`src/sv/ztun_pkg.sv`:
```
// ----------------------------------------------------------------------------
// Zero-crossing pitch tuner package
// Shared widths, codes and the control structs that pass between the
// sequencer and the estimate ring.
// ----------------------------------------------------------------------------
package ztun_pkg;

   // Field widths fixed by the interface.
   localparam int SAMPLE_W = 12;
   localparam int FREQ_W   = 20;
   localparam int CSR_IDX_W = 2;

   // Special frequency values.
   localparam logic [FREQ_W-1:0] NO_ENTRY  = 20'hFFFFF;
   localparam logic [FREQ_W-1:0] ENTRY_MAX = 20'hFFFFE;

   // Reset level of the zero line.
   localparam logic [SAMPLE_W-1:0] MIDPOINT_RESET = 12'd2048;

   // Configuration register indexes.
   localparam logic [CSR_IDX_W-1:0] CSR_MIDPOINT  = 2'd0;
   localparam logic [CSR_IDX_W-1:0] CSR_REFERENCE = 2'd1;
   localparam logic [CSR_IDX_W-1:0] CSR_TOLERANCE = 2'd2;

   // Held tuning indication.
   typedef enum logic [1:0] {
      TUNE_NONE = 2'd0,
      TUNE_HIGH = 2'd1,
      TUNE_LOW  = 2'd2,
      TUNE_IN   = 2'd3
   } tune_type;

   // Command from the sequencer to the ring: store one estimate and rescan.
   typedef struct packed {
      logic              write;
      logic [FREQ_W-1:0] value;
   } ring_cmd_type;

   // Status from the ring: scan finished, with the smallest non-zero entry.
   typedef struct packed {
      logic              done;
      logic [FREQ_W-1:0] minimum;
   } ring_stat_type;

endpackage

```
`src/sv/ztun_divider.sv`:
```
// ----------------------------------------------------------------------------
// Constant-dividend restoring divider
// Divides the fixed DIVIDEND by a run-time divisor, one quotient bit per
// cycle. The quotient stays on its output until the next start.
// ----------------------------------------------------------------------------
module ztun_divider import ztun_pkg::*; #(
   parameter int DIVIDEND  = 40000,
   parameter int DIVISOR_W = 33,
   parameter int QUO_W     = 16
) (
   input  logic                 clock,
   input  logic                 reset,
   input  logic                 start,
   input  logic [DIVISOR_W-1:0] divisor,
   output logic                 done,
   output logic [QUO_W-1:0]     quotient
);

   localparam int CMP_W = (QUO_W + 1 > DIVISOR_W) ? QUO_W + 1 : DIVISOR_W;
   localparam int CNT_W = $clog2(QUO_W + 1);

   logic                 busy_ff, busy_in;
   logic                 done_ff, done_in;
   logic [CNT_W-1:0]     cnt_ff, cnt_in;
   logic [QUO_W-1:0]     rem_ff, rem_in;
   logic [QUO_W-1:0]     quo_ff, quo_in;
   logic [DIVISOR_W-1:0] dvs_ff, dvs_in;
   logic [QUO_W:0]       rem_shift;
   logic [CMP_W-1:0]     trial;
   logic                 fits;

   // One restoring step: bring in the next dividend bit and try a subtract.
   always_comb begin
      rem_shift = {rem_ff, quo_ff[QUO_W-1]};
      trial     = CMP_W'(rem_shift) - CMP_W'(dvs_ff);
      fits      = CMP_W'(rem_shift) >= CMP_W'(dvs_ff);
   end

   // Step control.
   always_comb begin
      busy_in = busy_ff;
      done_in = 1'b0;
      cnt_in  = cnt_ff;
      rem_in  = rem_ff;
      quo_in  = quo_ff;
      dvs_in  = dvs_ff;
      if (start) begin
         busy_in = 1'b1;
         cnt_in  = CNT_W'(QUO_W);
         rem_in  = '0;
         quo_in  = QUO_W'(DIVIDEND);
         dvs_in  = divisor;
      end else if (busy_ff) begin
         rem_in = fits ? trial[QUO_W-1:0] : rem_shift[QUO_W-1:0];
         quo_in = {quo_ff[QUO_W-2:0], fits};
         cnt_in = cnt_ff - CNT_W'(1);
         if (cnt_ff == CNT_W'(1)) begin
            busy_in = 1'b0;
            done_in = 1'b1;
         end
      end
   end

   always_ff @(posedge clock) begin
      if (reset) begin
         busy_ff <= 1'b0;
         done_ff <= 1'b0;
         cnt_ff  <= '0;
      end else begin
         busy_ff <= busy_in;
         done_ff <= done_in;
         cnt_ff  <= cnt_in;
      end
   end

   always_ff @(posedge clock) begin
      rem_ff <= rem_in;
      quo_ff <= quo_in;
      dvs_ff <= dvs_in;
   end

   assign done     = done_ff;
   assign quotient = quo_ff;

endmodule

```
`src/sv/ztun_ring.sv`:
```
// ----------------------------------------------------------------------------
// Estimate ring with minimum scan
// Stores estimates round-robin and, after each store, walks every entry
// through one read port to find the smallest non-zero value.
// ----------------------------------------------------------------------------
module ztun_ring import ztun_pkg::*; #(
   parameter int RING_DEPTH = 8
) (
   input  logic          clock,
   input  logic          reset,
   input  ring_cmd_type  cmd,
   output ring_stat_type stat
);

   localparam int IDX_W = (RING_DEPTH > 1) ? $clog2(RING_DEPTH) : 1;

   logic [FREQ_W-1:0]     mem [RING_DEPTH];
   logic [RING_DEPTH-1:0] valid_ff;
   logic [IDX_W-1:0]      ptr_ff;
   logic [IDX_W-1:0]      issue_ff;
   logic                  scanning_ff;
   logic                  cmp_en_ff;
   logic                  cmp_last_ff;
   logic                  rd_valid_ff;
   logic [FREQ_W-1:0]     rd_data_ff;
   logic [FREQ_W-1:0]     best_ff;
   logic [FREQ_W-1:0]     best_in;
   logic                  take;

   // Entry storage: one write port, one registered read port.
   always_ff @(posedge clock) begin
      if (cmd.write) begin
         mem[ptr_ff] <= cmd.value;
      end
      rd_data_ff <= mem[issue_ff];
   end

   // Compare stage: an entry never written or holding zero is skipped.
   always_comb begin
      take    = rd_valid_ff && (rd_data_ff != '0) && (rd_data_ff <= best_ff);
      best_in = take ? rd_data_ff : best_ff;
   end

   // Write pointer, valid bits and scan sequencing.
   always_ff @(posedge clock) begin
      if (reset) begin
         valid_ff    <= '0;
         ptr_ff      <= '0;
         issue_ff    <= '0;
         scanning_ff <= 1'b0;
         cmp_en_ff   <= 1'b0;
         cmp_last_ff <= 1'b0;
         rd_valid_ff <= 1'b0;
         best_ff     <= NO_ENTRY;
      end else begin
         rd_valid_ff <= valid_ff[issue_ff];
         cmp_en_ff   <= scanning_ff;
         cmp_last_ff <= scanning_ff && (issue_ff == IDX_W'(RING_DEPTH - 1));
         if (cmp_en_ff) begin
            best_ff <= best_in;
         end
         if (cmd.write) begin
            valid_ff[ptr_ff] <= 1'b1;
            ptr_ff           <= (ptr_ff == IDX_W'(RING_DEPTH - 1)) ? '0 : ptr_ff + IDX_W'(1);
            issue_ff         <= '0;
            scanning_ff      <= 1'b1;
            best_ff          <= NO_ENTRY;
         end else if (scanning_ff) begin
            if (issue_ff == IDX_W'(RING_DEPTH - 1)) begin
               scanning_ff <= 1'b0;
               issue_ff    <= '0;
            end else begin
               issue_ff <= issue_ff + IDX_W'(1);
            end
         end
      end
   end

   assign stat.done    = cmp_en_ff && cmp_last_ff;
   assign stat.minimum = best_in;

endmodule

```
`src/sv/zero_crossing_pitch_tuner.sv`:
```
// ----------------------------------------------------------------------------
// Zero-crossing pitch tuner
// Detects midpoint crossings of an ADC sample stream, turns the distance
// between the last rising and falling crossings into a frequency estimate,
// keeps the smallest recent estimate and judges it against a target.
// ----------------------------------------------------------------------------
// One word in gives one word out. A sample that makes no usable crossing
// goes from the gap state straight to the judge state. A sample that stores
// a new estimate passes through the divide, write and scan states: the
// divider produces one quotient bit per cycle for each of the quotient bits
// of SAMPLE_RATE (16 at 40000), and the ring is then scanned one entry per
// cycle through its single read port. Input is taken only in the idle
// state; a finished result waits in the output register while the next
// sample is accepted. Output detected_freq is zero before the first
// estimate and all ones when no ring entry is non-zero.
// ----------------------------------------------------------------------------
module zero_crossing_pitch_tuner import ztun_pkg::*; #(
   parameter int RING_DEPTH  = 8,
   parameter int SAMPLE_RATE = 40000,
   parameter int COUNT_WIDTH = 32
) (
   input  logic                 clock,
   input  logic                 reset,
   // Sample input: tdata[11:0] sample.
   input  logic                 req_tvalid,
   output logic                 req_tready,
   input  logic [15:0]          req_tdata,
   // Result output: tdata[19:0] detected_freq, [21:20] tune_state,
   // [22] estimate_updated, [23] zero.
   output logic                 rsp_tvalid,
   input  logic                 rsp_tready,
   output logic [23:0]          rsp_tdata,
   // Configuration writes.
   input  logic                 csr_we,
   input  logic [CSR_IDX_W-1:0] csr_index,
   input  logic [FREQ_W-1:0]    csr_wdata
);

   localparam int QUO_W   = $clog2(SAMPLE_RATE + 1);
   localparam int DVS_W   = COUNT_WIDTH + 1;
   localparam int SCALE_W = (QUO_W + 4 > FREQ_W + 1) ? QUO_W + 4 : FREQ_W + 1;

   typedef enum logic [5:0] {
      ST_IDLE  = 6'b000001,
      ST_GAP   = 6'b000010,
      ST_DIV   = 6'b000100,
      ST_WRITE = 6'b001000,
      ST_SCAN  = 6'b010000,
      ST_JUDGE = 6'b100000
   } state_type;

   state_type              state_ff, state_in;
   logic [SAMPLE_W-1:0]    midpoint_ff;
   logic [FREQ_W-1:0]      reference_ff;
   logic [FREQ_W-1:0]      tolerance_ff;
   logic [SAMPLE_W-1:0]    prev_ff, prev_in;
   logic [COUNT_WIDTH-1:0] count_ff, count_in;
   logic [COUNT_WIDTH-1:0] rise_ff, rise_in;
   logic [COUNT_WIDTH-1:0] fall_ff, fall_in;
   logic                   cross_ff, cross_in;
   logic                   upd_ff, upd_in;
   logic [FREQ_W-1:0]      cur_ff, cur_in;
   logic [FREQ_W-1:0]      prior_ff, prior_in;
   tune_type               ind_ff, ind_in;
   logic                   rsp_valid_ff, rsp_valid_in;
   logic [FREQ_W-1:0]      rsp_freq_ff, rsp_freq_in;
   tune_type               rsp_tune_ff, rsp_tune_in;
   logic                   rsp_upd_ff, rsp_upd_in;

   logic [SAMPLE_W-1:0]    sample;
   logic                   accept;
   logic                   rising;
   logic                   falling;
   logic [COUNT_WIDTH-1:0] gap;
   logic                   div_start;
   logic                   div_done;
   logic [QUO_W-1:0]       quotient;
   logic [SCALE_W-1:0]     scaled;
   logic [FREQ_W-1:0]      entry;
   logic [FREQ_W:0]        upper;
   logic [FREQ_W-1:0]      lower;
   tune_type               verdict;
   logic                   out_free;
   ring_cmd_type           ring_cmd;
   ring_stat_type          ring_stat;

   // Divider: SAMPLE_RATE / (2 * gap).
   ztun_divider #(
      .DIVIDEND  (SAMPLE_RATE),
      .DIVISOR_W (DVS_W),
      .QUO_W     (QUO_W)
   ) u_div (
      .clock    (clock),
      .reset    (reset),
      .start    (div_start),
      .divisor  ({gap, 1'b0}),
      .done     (div_done),
      .quotient (quotient)
   );

   // Estimate ring and its minimum scan.
   ztun_ring #(
      .RING_DEPTH (RING_DEPTH)
   ) u_ring (
      .clock (clock),
      .reset (reset),
      .cmd   (ring_cmd),
      .stat  (ring_stat)
   );

   // Crossing detection against the midpoint level.
   always_comb begin
      sample  = req_tdata[SAMPLE_W-1:0];
      accept  = req_tvalid && req_tready;
      rising  = (sample >= midpoint_ff) && (prev_ff < midpoint_ff);
      falling = (sample < midpoint_ff) && (prev_ff > midpoint_ff);
      gap     = (fall_ff > rise_ff) ? fall_ff - rise_ff : rise_ff - fall_ff;
   end

   // Scale the quotient by 16 and keep it clear of the no-entry marker.
   always_comb begin
      scaled = SCALE_W'(quotient) << 4;
      entry  = (scaled > SCALE_W'(ENTRY_MAX)) ? ENTRY_MAX : scaled[FREQ_W-1:0];
   end

   // Compare the estimate with the target window; the lower edge stops at zero.
   always_comb begin
      upper = {1'b0, reference_ff} + {1'b0, tolerance_ff};
      lower = (reference_ff > tolerance_ff) ? reference_ff - tolerance_ff : '0;
      if ({1'b0, cur_ff} > upper) begin
         verdict = TUNE_HIGH;
      end else if (cur_ff < lower) begin
         verdict = TUNE_LOW;
      end else begin
         verdict = TUNE_IN;
      end
   end

   assign out_free = !rsp_valid_ff || rsp_tready;

   // Sequencer.
   always_comb begin
      state_in       = state_ff;
      prev_in        = prev_ff;
      count_in       = count_ff;
      rise_in        = rise_ff;
      fall_in        = fall_ff;
      cross_in       = cross_ff;
      upd_in         = upd_ff;
      cur_in         = cur_ff;
      prior_in       = prior_ff;
      ind_in         = ind_ff;
      rsp_valid_in   = rsp_valid_ff && !rsp_tready;
      rsp_freq_in    = rsp_freq_ff;
      rsp_tune_in    = rsp_tune_ff;
      rsp_upd_in     = rsp_upd_ff;
      div_start      = 1'b0;
      ring_cmd.write = 1'b0;
      ring_cmd.value = entry;
      case (state_ff)
         ST_IDLE: begin
            if (accept) begin
               prev_in  = sample;
               count_in = count_ff + COUNT_WIDTH'(1);
               cross_in = rising || falling;
               if (rising) begin
                  rise_in = count_ff;
               end
               if (falling) begin
                  fall_in = count_ff;
               end
               state_in = ST_GAP;
            end
         end
         ST_GAP: begin
            upd_in = cross_ff && (gap != '0);
            if (cross_ff && (gap != '0)) begin
               div_start = 1'b1;
               state_in  = ST_DIV;
            end else begin
               state_in = ST_JUDGE;
            end
         end
         ST_DIV: begin
            if (div_done) begin
               state_in = ST_WRITE;
            end
         end
         ST_WRITE: begin
            ring_cmd.write = 1'b1;
            prior_in       = cur_ff;
            state_in       = ST_SCAN;
         end
         ST_SCAN: begin
            if (ring_stat.done) begin
               cur_in   = ring_stat.minimum;
               state_in = ST_JUDGE;
            end
         end
         ST_JUDGE: begin
            if (cur_ff != prior_ff) begin
               ind_in = verdict;
            end
            if (out_free) begin
               rsp_valid_in = 1'b1;
               rsp_freq_in  = cur_ff;
               rsp_tune_in  = (cur_ff != prior_ff) ? verdict : ind_ff;
               rsp_upd_in   = upd_ff;
               state_in     = ST_IDLE;
            end
         end
         default: begin
            state_in = ST_IDLE;
         end
      endcase
   end

   // Control and tracking state.
   always_ff @(posedge clock) begin
      if (reset) begin
         state_ff     <= ST_IDLE;
         midpoint_ff  <= MIDPOINT_RESET;
         reference_ff <= '0;
         tolerance_ff <= '0;
         prev_ff      <= '0;
         count_ff     <= '0;
         rise_ff      <= '0;
         fall_ff      <= '0;
         cross_ff     <= 1'b0;
         upd_ff       <= 1'b0;
         cur_ff       <= '0;
         prior_ff     <= '0;
         ind_ff       <= TUNE_NONE;
         rsp_valid_ff <= 1'b0;
      end else begin
         state_ff     <= state_in;
         prev_ff      <= prev_in;
         count_ff     <= count_in;
         rise_ff      <= rise_in;
         fall_ff      <= fall_in;
         cross_ff     <= cross_in;
         upd_ff       <= upd_in;
         cur_ff       <= cur_in;
         prior_ff     <= prior_in;
         ind_ff       <= ind_in;
         rsp_valid_ff <= rsp_valid_in;
         if (csr_we) begin
            case (csr_index)
               CSR_MIDPOINT:  midpoint_ff  <= csr_wdata[SAMPLE_W-1:0];
               CSR_REFERENCE: reference_ff <= csr_wdata;
               CSR_TOLERANCE: tolerance_ff <= csr_wdata;
               default: begin
               end
            endcase
         end
      end
   end

   // Output word register.
   always_ff @(posedge clock) begin
      rsp_freq_ff <= rsp_freq_in;
      rsp_tune_ff <= rsp_tune_in;
      rsp_upd_ff  <= rsp_upd_in;
   end

   assign req_tready = (state_ff == ST_IDLE);
   assign rsp_tvalid = rsp_valid_ff;
   assign rsp_tdata  = {1'b0, rsp_upd_ff, rsp_tune_ff, rsp_freq_ff};

endmodule

```
`config.mk`:
```
export PLATFORM = sky130hd
export DESIGN_NAME = zero_crossing_pitch_tuner
export DESIGN_NICKNAME = d
export VERILOG_FILES = /design/src/sv/ztun_pkg.sv /design/src/sv/ztun_divider.sv /design/src/sv/ztun_ring.sv /design/src/sv/zero_crossing_pitch_tuner.sv
export SDC_FILE = /design/constraint.sdc
export NUM_CORES = 1
export LEC_CHECK = 0
export ABC_AREA = 1
export BUFFER_PORTS_ARGS = -buffer_cell sky130_fd_sc_hd__buf_2
export CAP_MARGIN = 20
export CORE_MARGIN = 2
export CORE_UTILIZATION = 53
export DETAILED_ROUTE_END_ITERATION = 7
export PLACE_DENSITY = 0.69
export SETUP_SLACK_MARGIN = 0.4
export SYNTH_ARGS = -nofsm -noshare
export SYNTH_HDL_FRONTEND = slang
export SYNTH_SLANG_ARGS = --single-unit
```
`constraint.sdc`:
```
create_clock -name clock -period 5.2 [get_ports clock]
set_clock_uncertainty 0.15 [all_clocks]
set_input_delay 0.52 -clock clock [delete_from_list [all_inputs] [get_ports clock]]
set_output_delay 0.52 -clock clock [all_outputs]
set_load 0.02 [all_outputs]
```
=== After elaboration in Yosys (flattened, before gate mapping) ===
Memory sizes are Yosys's and may differ from the RTL's. A register that Yosys moved wholly into a read port is not among the register bits.
Cells that the tools add are included.

* Output and inout bits: 26
* Word-level logic and storage cells: 140
* Memories kept: 1
* Memory bits (writable): 160
* Bits in registers: 343
* Input bits: 43

{| class="wikitable"
|+ Memory list
! memory !! depth !! width !! read ports !! clocked after Yosys merged registers in !! write ports !! RTL line !! source
|-
| u_ring.mem || 8 || 20 || 1 || 1 || 1 || ztun_ring.sv:17 || <nowiki>logic [FREQ_W-1:0] mem [RING_DEPTH];</nowiki>
|}

* $lt $le $gt $ge: 14
* Add/sub/neg operators: 9
* Multiplexer cells: 36
* Reductions and logical operators: 30
* Equality and inequality tests: 16
* Bitwise operators: 2

{| class="wikitable"
|+ Operator list
! kind !! number
|-
| 32-bit subtractor || 2
|-
| 20-bit two-way mux || 3
|-
| 6-bit case mux with 6 select lines || 1
|-
| 17-bit by 33-bit >= comparator with 1-bit output || 1
|-
| 32-bit by 1-bit adder with 32-bit output (second input constant) || 1
|-
| 32-bit > comparator || 1
|-
| 32-bit two-way mux || 1
|-
| 32-bit nonzero test || 1
|-
| 6-bit two-way mux || 5
|-
| 12-bit < comparator || 2
|-
| 20-bit by 20-bit adder with 21-bit output || 1
|-
| 20-bit by 21-bit > comparator with 1-bit output || 1
|-
| 20-bit > comparator || 1
|-
| 20-bit > comparator (second input constant) || 1
|-
| 20-bit <= comparator || 1
|-
| 20-bit < comparator || 1
|-
| 20-bit != test || 1
|-
| 20-bit nonzero test || 1
|-
| 20-bit subtractor || 1
|-
| 1-bit two-way mux || 17
|-
| 16-bit two-way mux || 1
|-
| 16-bit subtractor || 1
|-
| 12-bit >= comparator || 1
|-
| 12-bit > comparator || 1
|-
| 33 further kinds || 59
|}

=== Longest topological paths before layout ===
* Depth after elaboration: 7
* Mapped depth: 31
* Depth with buffers taken out: 30

=== Modules after synthesis ===
From an unflattened synthesis, not the netlist that was laid out.

* Cells, all modules: 4040
* Area, all modules: 30028.8 sq um

{| class="wikitable"
|+ Modules (own cells, without submodules)
! module !! cells each !! instances !! seq. area each (sq um) !! area an instance (sq um)
|-
| zero_crossing_pitch_tuner || 2694 || 1 || 4914.7 || 17241.5
|-
| ztun_ring || 853 || 1 || 5965.7 || 8989.9
|-
| ztun_divider || 493 || 1 || 1771.7 || 3797.4
|}

=== Worst setup path after synthesis ===
No wires, ideal clock.

* Kind: register -> register
* From: register tolerance_ff[17]
* To: register rsp_tune_ff[0], data pin
* Slack: 1.307 ns
* Arrival time: 3.492 ns
* Period minus slack after synthesis: 3.893 ns
* Required time: 4.799 ns
* Library setup time: 0.251 ns
* Cell stages (with the launch flop): 21
* Path buffers: 2
* Path through: dfxtp_1 -> inv_1 -> ha_1 -> clkbuf_1 -> inv_1 -> nor3_1 -> nand2_1 -> o311ai_0 -> nand2_1 -> inv_1 -> clkbuf_1 -> nand3_1 -> ha_1 -> a21oi_1 -> o21ai_0 -> a21oi_1 -> o21ai_0 -> nor4_1 -> nand4_1 -> nand2_1 -> inv_1

* Word-level cells in the longest chain between the ends: 6
* Elaborated cells on any way between the ends: 9
* Those cells by class: add/sub (2); order compare (3); mux (4)

{| class="wikitable"
|+ Ends and longest elaborated chain
! element !! RTL line !! source
|-
| from (decl) || zero_crossing_pitch_tuner.sv:55 || <nowiki>logic [FREQ_W-1:0] tolerance_ff;</nowiki>
|-
| from (signal assigned) || zero_crossing_pitch_tuner.sv:251 || <nowiki>CSR_TOLERANCE: tolerance_ff <= csr_wdata;</nowiki>
|-
| 20-bit subtractor / 20-bit > comparator (equally long branches) || zero_crossing_pitch_tuner.sv:129 || <nowiki>lower = (reference_ff > tolerance_ff) ? reference_ff - tolerance_ff : '0;</nowiki>
|-
| 20-bit two-way mux || zero_crossing_pitch_tuner.sv:129 ||
|-
| 20-bit < comparator || zero_crossing_pitch_tuner.sv:132 || <nowiki>end else if (cur_ff < lower) begin</nowiki>
|-
| 1-bit two-way mux || zero_crossing_pitch_tuner.sv:132 ||
|-
| 2-bit two-way mux (*) || zero_crossing_pitch_tuner.sv:130 || <nowiki>if ({1'b0, cur_ff} > upper) begin</nowiki>
|-
| 2-bit two-way mux (*) || n/a ||
|-
| to (signal assigned) || zero_crossing_pitch_tuner.sv:262 || <nowiki>rsp_tune_ff <= rsp_tune_in;</nowiki>
|-
| to (decl) || zero_crossing_pitch_tuner.sv:67 || <nowiki>tune_type rsp_tune_ff, rsp_tune_in;</nowiki>
|}

Every way passes the cells marked *; elsewhere a longest branch is shown, timed or not.
A chain may end at the register's enable or synchronous reset.

=== Worst setup path after layout ===
* From: register tolerance_ff[0]
* To: register rsp_tune_ff[0], data pin

The elaborated chain is that of the path after synthesis.

==> results.md <==
* Initial core utilization at 53.50%
* Min-delay src: csr_wdata[16]
* Cell Pwr Density at 400.1 nW/um^2
* Fmax at roughly 230 MHz
* DR iter-0 viols at ~1400
* Initial antenna violation count at 0
* Max-cap violations at 0
* CP Max Fanout at 3
* Top cell type's share of synthesized area at 21.69%
* Worst R2R Path Depth at 24
* Synthesis Warnings at 0
* Leak pwr at 14.42 nW
* Post-synth top area cell: dfxtp_1
* Period utilization at a little over four fifths
* Critical R2R Launch: tolerance_ff[0]$_SDFFE_PP0P_
* Buffers on Ports at between 60 and 70
* Worst Tran Pin Value at around 0.96 ns
* Post-Syn Area at about 28000 sq um
* Synth unique cells at just over 60
* Total grt overflow at 0
* Core ar. at between 50000 and 60000 sq um
* Worst hold slack at 0.03922 ns
* Xor and xnor area share after synthesis at 2.310%
* Tot Pwr at around 12 mW
* Placed wire-length estimate at 47.63 mm
* Clk pin slew, worst setup/hold paths at around 0.06 ns
* Longest Clk Path Bufs at 3
* Worst EP arrival at ~4.6 ns
* GPL Wtd Cong at roughly 0.9
* Compound-Gate Fraction of Synth Area at ~14%
* Post-synth EDFFs at about 180
* Die Area at between 50000 and 60000 sq um
* Sequential share of the synthesized area at about two fifths
* Rows at between 80 and 90
* I/O pins at between 60 and 70
* Critical path class: reg2reg
* Largest family of logic cells by synthesized area: simple AND/OR/NAND/NOR gates
* Startpoint types: register
* Syn Nets at 4003
* Share of layout cells above drive strength 1 at slightly above 7%
* WP data required at 5.40 ns
* Post-Synth Adder-Cell Area at approximately a tenth
* Root Driver: clkbuf_16
* Reg2reg end: rsp_tune_ff[0]$_DFFE_PP_
* First-pass GRT wire length at roughly 110 mm
* Post-route ant nets at 0
* DRC at 0
* Fin util at between 50% and 60%
* Via count at between 20000 and 25000
* Main flop type after synthesis: dfxtp_1
* Endpoints failing hold at 0
* Design Area, Final at between 30000 and 40000 sq um
* Ranking of synthesized cells by area: dfxtp_1, edfxtp_1, nand2_1, ha_1, inv_1
* Average size of a mapped cell at around 7.5 sq um
* Post-Route WL at around 66 mm
* Post-synth ARST share at 0%
* Finish-stage setup viols at 0
* Crit end category: register
* VDD IR-drop max at approximately 0.33 mV
* Mapped Cells at 3750
* Vias in the first global route at 22245
* Nets at between 4000 and 5000
* Die height at approximately 230 um
* DRT Pass-1 Iters at 7
* Hold Path Sink: reference_ff[16]$_SDFFE_PP0P_
* Clock Latency Late Sink at a little over 0.6 ns
* Area delta synth->final at 9.565%
* Num CTS Buffers at between 50 and 60
* Post-CTS Setup Bufs at 0
* Wire per inst at between 10 and 15 um
* Detail-routed via count per cell at 5.181
* Total GRT Usage at 24.59%
* Final slew viol count at 0
* Die Span X at around 230 um
* Unrepaired setup endpoints after global routing: no
* Dpl cell area at between 20000 and 30000 sq um
* Largest net degree at the start of global routing at about 130
* Reg2reg setup slack at about 0.8 ns
* Setup TNS Final at 0 ns
* Status: completed
* Number of diodes at 0
* Sinks on Clock Net at 487
* Post-synthesis mux area share at 0%
* Worst hold-check path type: in2reg
* Simple-gate share of the synthesized area at approximately 23%
* H-tree depth at 2
* Post-synthesis register bit count at 487
* Hold-critical path depth at 3
* Tmin final at approximately 4.4 ns
* Worst slew margin relative to its limit at approximately 35%
* CTS tree: done
## worst max-delay path by stage
stage | cells past startpoint | start | slack (ns) | end
6_report | 24 | tolerance_ff[0]$_SDFFE_PP0P_ | 0.82 | rsp_tune_ff[0]$_DFFE_PP_
4_1_cts | 26 | tolerance_ff[3]$_SDFFE_PP0P_ | 0.63 | ind_ff[1]$_SDFFE_PP0P_
3_5_place_dp | 26 | tolerance_ff[3]$_SDFFE_PP0P_ | 0.65 | ind_ff[1]$_SDFFE_PP0P_
2_1_floorplan | 20 | tolerance_ff[17]$_SDFFE_PP0P_ | 1.31 | rsp_tune_ff[0]$_DFFE_PP_
3_3_place_gp | 25 | tolerance_ff[0]$_SDFFE_PP0P_ | 0.80 | ind_ff[1]$_SDFFE_PP0P_
5_1_grt | 29 | tolerance_ff[1]$_SDFFE_PP0P_ | 0.45 | ind_ff[1]$_SDFFE_PP0P_
## layout by cell type, fill, tap and decap left out, types with 7 or more instances in the layout
cell type / Yosys / layout
nand2_2: 25 / 25
o22ai_1: 18 / 18
nand4_1: 38 / 38
nor2_1: 404 / 404
a21oi_1: 284 / 282
nand3_1: 127 / 126
clkbuf_8: 0 / 7
dfxtp_1: 304 / 303
xor2_1: 59 / 59
nand2_1: 801 / 801
nand3b_1: 7 / 7
o21a_1: 7 / 7
o21ai_0: 320 / 319
ha_1: 205 / 203
clkinv_1: 4 / 9
a31oi_1: 25 / 25
o211ai_1: 36 / 36
xnor2_1: 15 / 15
o21bai_1: 10 / 10
inv_1: 578 / 576
edfxtp_1: 183 / 183
clkbuf_16: 0 / 53
clkbuf_1: 104 / 15
nor4_1: 29 / 26
buf_4: 5 / 30
nor3_1: 36 / 36
buf_2: 6 / 63
or2_2: 10 / 10
inv_2: 22 / 22
## per-stage QoR
stage | instances | setup slack (ns)
final | 4498 | 0.8177
after global routing | 4498 | 0.4473
after CTS | 4496 | 0.6333
after detailed placement | 4399 | 0.6523
after global placement | 4399 | 0.7990
after floorplan | 3750 | 1.307
## power breakdown
group	internal [mW]	total (mW)	leakage [nW]	switching (mW)
logic	1.29	4.01	9.51	2.71
clock network	2.15	3.70	0.827	1.55
registers	4.37	4.59	4.08	0.218
total	7.81	12.3	14.4	4.49
## cell families after synthesis
logic type               Yosys count
AND/OR/NAND/NOR                 1511
buffers and inverters            737
AO/OA/AOI/OAI                    730
flip-flops                       487
adder cells (fa/ha/maj)          210
XOR/XNOR                          74
other                              1
## cell type report
cell class | instances | area, sq um
timing repair buffer | 96 | 603.1
clock inverter | 22 | 267.8
tap | 688 | 860.8
sequential | 487 | 11580
inverter | 604 | 2270
multi-input combinational | 2526 | 13680
clock buffer | 75 | 1479
fill | 4896 | 21700
## sequential cells by signal, summed over array words and instances (netlist names), 12 cells and up
name and flops:
count_ff 32, cur_ff 20, fall_ff 32, midpoint_ff 12
prev_ff 12, prior_ff 20, reference_ff 20, rise_ff 32
rsp_freq_ff 20, tolerance_ff 20, u_div.dvs_ff 32, u_div.quotient 16
u_div.rem_ff 16, u_ring.best_ff 20, u_ring.mem 128, u_ring.rd_data_ff 16
## metal layers
layer / GRT usage (%) / vias up / wire length, um
li1: - / 12169 / -
met1: 31.28 / 10557 / 29750
met2: 43.14 / 451 / 31670
met3: 3.064 / 125 / 2686
met4: 8.208 / 0 / 1920
met5: 0 / - / 0
## worst max-delay path: stages (launching register included)
cell and delay (ns):
dfxtp_1 0.33, ha_1 0.21, fa_1 0.40, nand3_1 0.10, nand2_1 0.08, a21oi_1 0.17
o21bai_1 0.14, a21boi_2 0.24, o21ai_0 0.17, nand3_1 0.12, nand2_1 0.10, a21oi_1 0.24
inv_1 0.06, a21oi_1 0.16, xor2_1 0.10, ha_1 0.30, nand2_1 0.08, nor3_1 0.19
nand3_1 0.10, nor4_1 0.26, a2111oi_1 0.09, nand3_1 0.14, nand4_1 0.08, nand2_1 0.09
inv_1 0.04
## Yosys cell counts, drive strengths merged, types with 2 or more instances
master	count
inv	600
clkbuf	104
o22ai	18
xor2	59
a21boi	4
dfxtp	304
a21o	5
o21ai	324
clkinv	4
o211ai	36
fa	5
a21oi	286
or2	11
nand4	38
nor4	31
o21bai	10
edfxtp	183
nor2	415
nand2	833
nand3b	7
o2111ai	2
or3	2
xnor2	15
nand3	128
ha	205
o21a	7
a2111oi	2
a31oi	25
nor3b	4
buf	29
a211oi	7
nor3	40
## what timing repair did
item	4_1_cts	5_1_grt
resized for setup	0	8
hold buffers	0	0
endpoints found under the setup margin	0	4
hold endpoints to repair	0	0
Power figures use the tool's default switching activity.
